### src/hdl/move_to_front_lru_table_defines.svh
// ----------------------------------------------------------------------------
// move_to_front_lru_table assertion macros
// Shared property forms for the table's concurrent checks.
// ----------------------------------------------------------------------------
`ifndef MOVE_TO_FRONT_LRU_TABLE_DEFINES_SVH
`define MOVE_TO_FRONT_LRU_TABLE_DEFINES_SVH

// same-cycle implication, checked at every rising edge outside reset
`define MTFLRU_ASSERT_SAME(label, clk, rst, ante, cons, msg) \
   label: assert property (@(posedge clk) disable iff (rst) (ante) |-> (cons)) \
      else $error(msg);

// next-cycle implication
`define MTFLRU_ASSERT_NEXT(label, clk, rst, ante, cons, msg) \
   label: assert property (@(posedge clk) disable iff (rst) (ante) |=> (cons)) \
      else $error(msg);

`endif

### src/hdl/mtflru_pkg.sv
`timescale 1ns / 1ps
// ----------------------------------------------------------------------------
// mtflru_pkg
// Types, codes and default sizes for the move-to-front lru table.
// ----------------------------------------------------------------------------
package mtflru_pkg;

   localparam int FUNC_W  = 2;
   localparam int KEY_W   = 64;
   localparam int VALUE_W = 32;
   localparam int OWNER_W = 8;
   localparam int COUNT_W = 7;

   localparam int ENTRIES_DEF    = 64;
   localparam int KEY_BITS_DEF   = 64;
   localparam int VALUE_BITS_DEF = 32;

   typedef enum logic [FUNC_W-1:0] {
      FUNC_LOOKUP    = 2'd0,
      FUNC_INSTALL   = 2'd1,
      FUNC_UNINSTALL = 2'd2
   } func_type;

   typedef enum logic {
      ST_IDLE,
      ST_APPLY
   } state_type;

   typedef struct packed {
      logic take_prev;
      logic take_next;
   } cell_ctrl_type;

   typedef struct packed {
      logic [FUNC_W-1:0]  func;
      logic [KEY_W-1:0]   key;
      logic [VALUE_W-1:0] value_handle;
      logic [OWNER_W-1:0] owner_id;
   } req_item_type;

   typedef struct packed {
      logic               hit;
      logic [VALUE_W-1:0] value_out;
      logic               evicted;
      logic [COUNT_W-1:0] entry_count;
   } rsp_item_type;

endpackage

### src/hdl/mtflru_cell.sv
`timescale 1ns / 1ps
// ----------------------------------------------------------------------------
// mtflru_cell
// One table slot: holds an entry, compares it against a request and loads
// from either neighbor when the chain shifts.
// ----------------------------------------------------------------------------
module mtflru_cell #(
   parameter int KEY_BITS = mtflru_pkg::KEY_BITS_DEF,
   parameter int VAL_BITS = mtflru_pkg::VALUE_W,
   localparam int VAL_LO    = mtflru_pkg::OWNER_W,
   localparam int KEY_LO    = VAL_LO + VAL_BITS,
   localparam int VALID_BIT = KEY_LO + KEY_BITS,
   localparam int ENTRY_W   = VALID_BIT + 1
) (
   input  logic                            clock,
   input  logic                            reset,
   input  logic                            cmp_en,
   input  logic [mtflru_pkg::FUNC_W-1:0]   cmp_func,
   input  logic [KEY_BITS-1:0]             cmp_key,
   input  logic [VAL_BITS-1:0]             cmp_value,
   input  logic [mtflru_pkg::OWNER_W-1:0]  cmp_owner,
   input  mtflru_pkg::cell_ctrl_type       ctrl,
   input  logic [ENTRY_W-1:0]              prev_entry,
   input  logic [ENTRY_W-1:0]              next_entry,
   output logic [ENTRY_W-1:0]              entry,
   output logic                            match
);

   logic                           valid_ff, valid_in;
   logic [KEY_BITS-1:0]            key_ff, key_in;
   logic [VAL_BITS-1:0]            value_ff, value_in;
   logic [mtflru_pkg::OWNER_W-1:0] owner_ff, owner_in;
   logic                           match_ff, match_in;
   logic [ENTRY_W-1:0]             load_entry;

   always_comb begin
      case (cmp_func)
         mtflru_pkg::FUNC_LOOKUP:    match_in = (key_ff == cmp_key) && (owner_ff == cmp_owner);
         mtflru_pkg::FUNC_INSTALL:   match_in = (key_ff == cmp_key);
         mtflru_pkg::FUNC_UNINSTALL: match_in = (value_ff == cmp_value);
         default:                    match_in = 1'b0;
      endcase
      match_in = match_in && valid_ff && cmp_en;
   end

   assign load_entry = ctrl.take_prev ? prev_entry : next_entry;

   always_comb begin
      valid_in = valid_ff;
      key_in   = key_ff;
      value_in = value_ff;
      owner_in = owner_ff;
      if (ctrl.take_prev || ctrl.take_next) begin
         valid_in = load_entry[VALID_BIT];
         key_in   = load_entry[VALID_BIT-1:KEY_LO];
         value_in = load_entry[KEY_LO-1:VAL_LO];
         owner_in = load_entry[VAL_LO-1:0];
      end
   end

   always_ff @(posedge clock) begin
      if (reset) begin
         valid_ff <= 1'b0;
         match_ff <= 1'b0;
      end else begin
         valid_ff <= valid_in;
         // compare result is captured only with the request transfer
         if (cmp_en) begin
            match_ff <= match_in;
         end
      end
   end

   always_ff @(posedge clock) begin
      key_ff   <= key_in;
      value_ff <= value_in;
      owner_ff <= owner_in;
   end

   assign entry = {valid_ff, key_ff, value_ff, owner_ff};
   assign match = match_ff;

endmodule

### config.mk
export PLATFORM = sky130hd
export DESIGN_NAME = mtflru_cell
export DESIGN_NICKNAME = d
export VERILOG_FILES = /design/src/hdl/move_to_front_lru_table_defines.svh /design/src/hdl/mtflru_pkg.sv /design/src/hdl/mtflru_cell.sv
export SDC_FILE = /design/constraint.sdc
export NUM_CORES = 1
export LEC_CHECK = 0
export ABC_AREA = 1
export ABC_CLOCK_PERIOD_IN_PS = 2900
export BUFFER_PORTS_ARGS = -buffer_cell sky130_fd_sc_hd__buf_2
export CAP_MARGIN = 30
export CORE_AREA = 5 5 165 167
export DETAILED_ROUTE_END_ITERATION = 8
export DIE_AREA = 0 0 170 172
export PLACE_DENSITY = 0.55
export SETUP_SLACK_MARGIN = 0.4
export SLEW_MARGIN = 20
export SYNTH_ARGS = -nofsm -noshare
export SYNTH_HDL_FRONTEND = slang
export SYNTH_SLANG_ARGS = --single-unit
### constraint.sdc
create_clock -name clock -period 2.9 [get_ports clock]
set_clock_uncertainty 0.2 [all_clocks]
set_input_delay 0.29 -clock clock [delete_from_list [all_inputs] [get_ports clock]]
set_output_delay 0.29 -clock clock [all_outputs]
set_load 0.02 [all_outputs]
==> impl_summary.md <==
Die
The die area is 29,240 sq um. Measured along the x axis, the die boundary spans 170 um. The core footprint is 25,620 sq um.

The number of cell rows is 59. The starting density of the core is 24.66%. The die outline height is 172 um. For this design the top-level I/O count stands at 427.

Clocking
The number of sinks handled by clock tree synthesis is 106. The H-tree generated during clock tree synthesis spans 3 levels. Counting the buffers created by CTS gives 9.

The register clock-pin slew on the reported worst setup and hold paths is 90 ps. TritonCTS built the clock tree. Clock tree synthesis selected as its root buffer the cell clkbuf_16. The clock insertion delay at the later pin of the skew report is 360 ps. The clock tree buffer depth is 2. The post-CTS setup repair buffer count is 0.

Timing
The final count of hold timing violations was 0. The max-slew headroom at the worst pin is 57.91%. Setup violations remaining at the end of the flow were counted as 0. The share of the clock period used by the worst path is 71.97%. After layout, the minimum clock period comes to 2087 ps. Adding up every negative setup slack in the final design gives 0 ps.

Hold is met by 4.846 ps. The final count of pins violating max slew is 0. The measured slew at the worst slew-check pin is 631.3 ps. Setup repair after global routing left no endpoint under its margin.

Derived from the worst setup path, the maximum achievable clock frequency is 479.1 MHz.

Synthesis
After Yosys synthesis, and, or, nand and nor cells account for 35.80% of the synthesized area. The average footprint of a synthesized cell is 7.268 sq um. The synthesized netlist contains 23 unique library cells.

The adder-cell share of the synthesized area is 0%. The dominant combinational cell family by area after synthesis is simple AND/OR/NAND/NOR gates. The proportion of synthesized area in mux cells is 0%. Summing the sequential cell areas from Yosys gives 50.08% of the chip area. Synthesis produced a netlist whose cell count is 869. The area fraction in compound gates after synthesis is 1.010%. The post-synthesis net count is 1,190. The combined area of all synthesized cells is 6316 sq um.

The XOR/XNOR share of the synthesized area is 5.269%. The number of synthesized register bits is 106. For this run, the number of Yosys warnings is 0.

Worst hold path
The worst hold path was traced through 4 stages. The path class of the tightest hold or removal check is input port to register.

Pwr
The total power per unit cell area is 428.2 nW/um^2. Summing internal, switching and leakage power gives 4.541 mW. Summed over all cells, the static leakage comes to 5.802 nW.

The worst ir drop on vdd is 0.2311 mV.

Flow run
Across the run, the number of max-cap violations was 0.

Setup path
The highest fanout seen on the critical path is 37. The worst setup path is captured at a register. STA puts the critical path data required time at 2800 ps. The number of cells on the critical path is 6.

The number of buffers and inverters on the critical path is 4. The arrival time at the worst endpoint is 1990 ps. The internal reg-to-reg setup slack is 1120 ps.

Traced cell by cell, the critical path runs through buf_4 -> clkinv_2 -> buf_12 -> nand2_1 -> nand2_1 -> dlygate4sd3_1. The category of the most critical setup path is input port to register. Measured in cells, the most critical reg-to-reg path has a length of 9. The standard cell with the maximum stage delay on the critical path is dlygate4sd3_1. STA classifies the critical path startpoint as an input port. In this design, the critical path's most frequently occurring cell is nand2_1. The largest single stage delay on the critical path is 550 ps. The kind of cell with the highest combined delay along the critical path is buffers and inverters.

Global route
Global routing used 16.72% of the available tracks across all layers. The residual overflow from global routing is 0. The via count of the first global-routing pass was 7,327. The initial antenna violation count is 2.

The largest net degree at the start of global routing is 55. The wire length of the first global-routing pass is 37,810 um.

Placed design
The wire-length estimate of the detail-placed layout is 19,860 um. The placer congestion estimate is 0.8450. The number of buffers added on ports is 426.

Drt
Summing over every cut layer, the via total after detailed routing is 7,354. The pre-antenna-repair detailed-routing pass consisted of 5 iterations. The number of DRC violations after detailed routing is 0.

The residual antenna-violating net count after detailed routing is 0. After detailed routing, the average wire length per cell comes to 14.68 um. The vias per cell is 4.157. The routed design has 25,970 um of wire.

The detailed router finished its first iteration with 328 violations.

Finish
Across the whole layout, storage elements account for 3163 sq um. The layout overhead on the synthesized area is 67.91%. The post-route netlist has 33.03% of its cells at a drive strength greater than 1. The net count of the finished layout is 1,748. The footprint of the multi-input gates is 2729 sq um.

After filler insertion, the fill cell instance count of the layout stands at 2,622. The library cells used most frequently in the layout, excluding fill and tap cells, are 466 x nand2_1, 425 x buf_2, 139 x dlygate4sd3_1. The commonest non-fill, non-tap cell in the layout is nand2_1.

The utilization after layout is 41.40%.

Outcome
The run finished with clean final reports.
-- routing by layer --
metal / wire length [um] / global-route usage [%] / vias up
met5: 7 / 0 / -
met4: 576 / 5.104 / 2
met3: 2571 / 5.487 / 35
met2: 13200 / 31.21 / 328
met1: 9610 / 17.97 / 3238
li1: - / - / 3751
-- area by class of cell --
| type | instances | share of cell area (%) |
|---|---|---|
| clock inverter | 7 | 0.4837 |
| clock buffer | 9 | 2.124 |
| timing repair buffer | 571 | 34.14 |
| inverter | 104 | 3.693 |
| multi-input combinational | 635 | 25.73 |
| sequential | 106 | 29.83 |
| antenna | 2 | 0.04719 |
| tap | 335 | 3.952 |
-- kinds of logic (layout without fill, tap and decap cells) --
kind of cell | after synthesis | in the layout
AND/OR/NAND/NOR | 588 | 588
buffers and inverters | 128 | 691
flip-flops | 106 | 106
XOR/XNOR | 38 | 38
AO/OA/AOI/OAI | 9 | 9
other | 0 | 2
-- cell usage after synthesis, drive strengths merged --
cell	count	area [sq um]
a211oi	1	7.510
a21oi	1	8.760
buf	10	52.55
clkbuf	14	52.55
clkinv	1	3.750
dfxtp	2	40.04
edfxtp	104	3123
inv	103	386.6
nand2	471	1768
nand3	6	30.03
nand3b	1	7.510
nand4	7	43.79
nor2	93	351.6
nor3	2	10.01
o211ai	2	15.01
o21ai	1	5.000
o21bai	2	15.01
o22ai	2	12.51
or2	8	50.05
xnor2	13	113.9
xor2	25	219.0
-- metrics by stage --
stage | std cells | worst slack [ps] | area, sq um
CTS | 1768 | 450.8 | 10540
floorplan | 869 | 526.1 | 6316
detailed placement | 1612 | 952.1 | 8864
global route | 1768 | 709.3 | 10600
finish | 1769 | 812.8 | 10610
global placement | 1612 | 994.3 | 8864
-- path summary, 6_finish.rpt --
kind / startpoint / to
max reg2reg: value_ff[28] / match
min reg2reg: match / match
min: cmp_en / match
max: ctrl[1] / value_ff[11]
-- registers in the layout, indices dropped and copies added, names as in the netlist --
| register | cells |
|---|---|
| key_ff | 64 |
| match | 1 |
| owner_ff | 8 |
| valid_ff | 1 |
| value_ff | 32 |
-- power breakdown --
| group | total, mW | switching (mW) | leakage (nW) | internal (mW) |
|---|---|---|---|---|
| logic | 1.33 | 0.721 | 4.58 | 0.605 |
| registers | 2.01 | 0.124 | 1.09 | 1.88 |
| clock network | 1.21 | 0.617 | 0.134 | 0.592 |
| total | 4.54 | 1.46 | 5.80 | 3.08 |
-- worst reg2reg max path, cell delays in order (launching register included) --
cell,delay (ps)
edfxtp_1,450
xnor2_2,230
nand2_2,90
nor3_4,210
nand2_2,110
nor2_4,110
nand3_2,90
nand2_2,70
nand2_1,50
a21oi_2,110
-- repair_timing --
item	4_1_cts	5_1_grt
endpoints found under the setup margin	0	1
resized for setup	0	19
endpoints found under the hold margin	80	0
hold buffers	140	0
(Power assumes the default switching activity.)
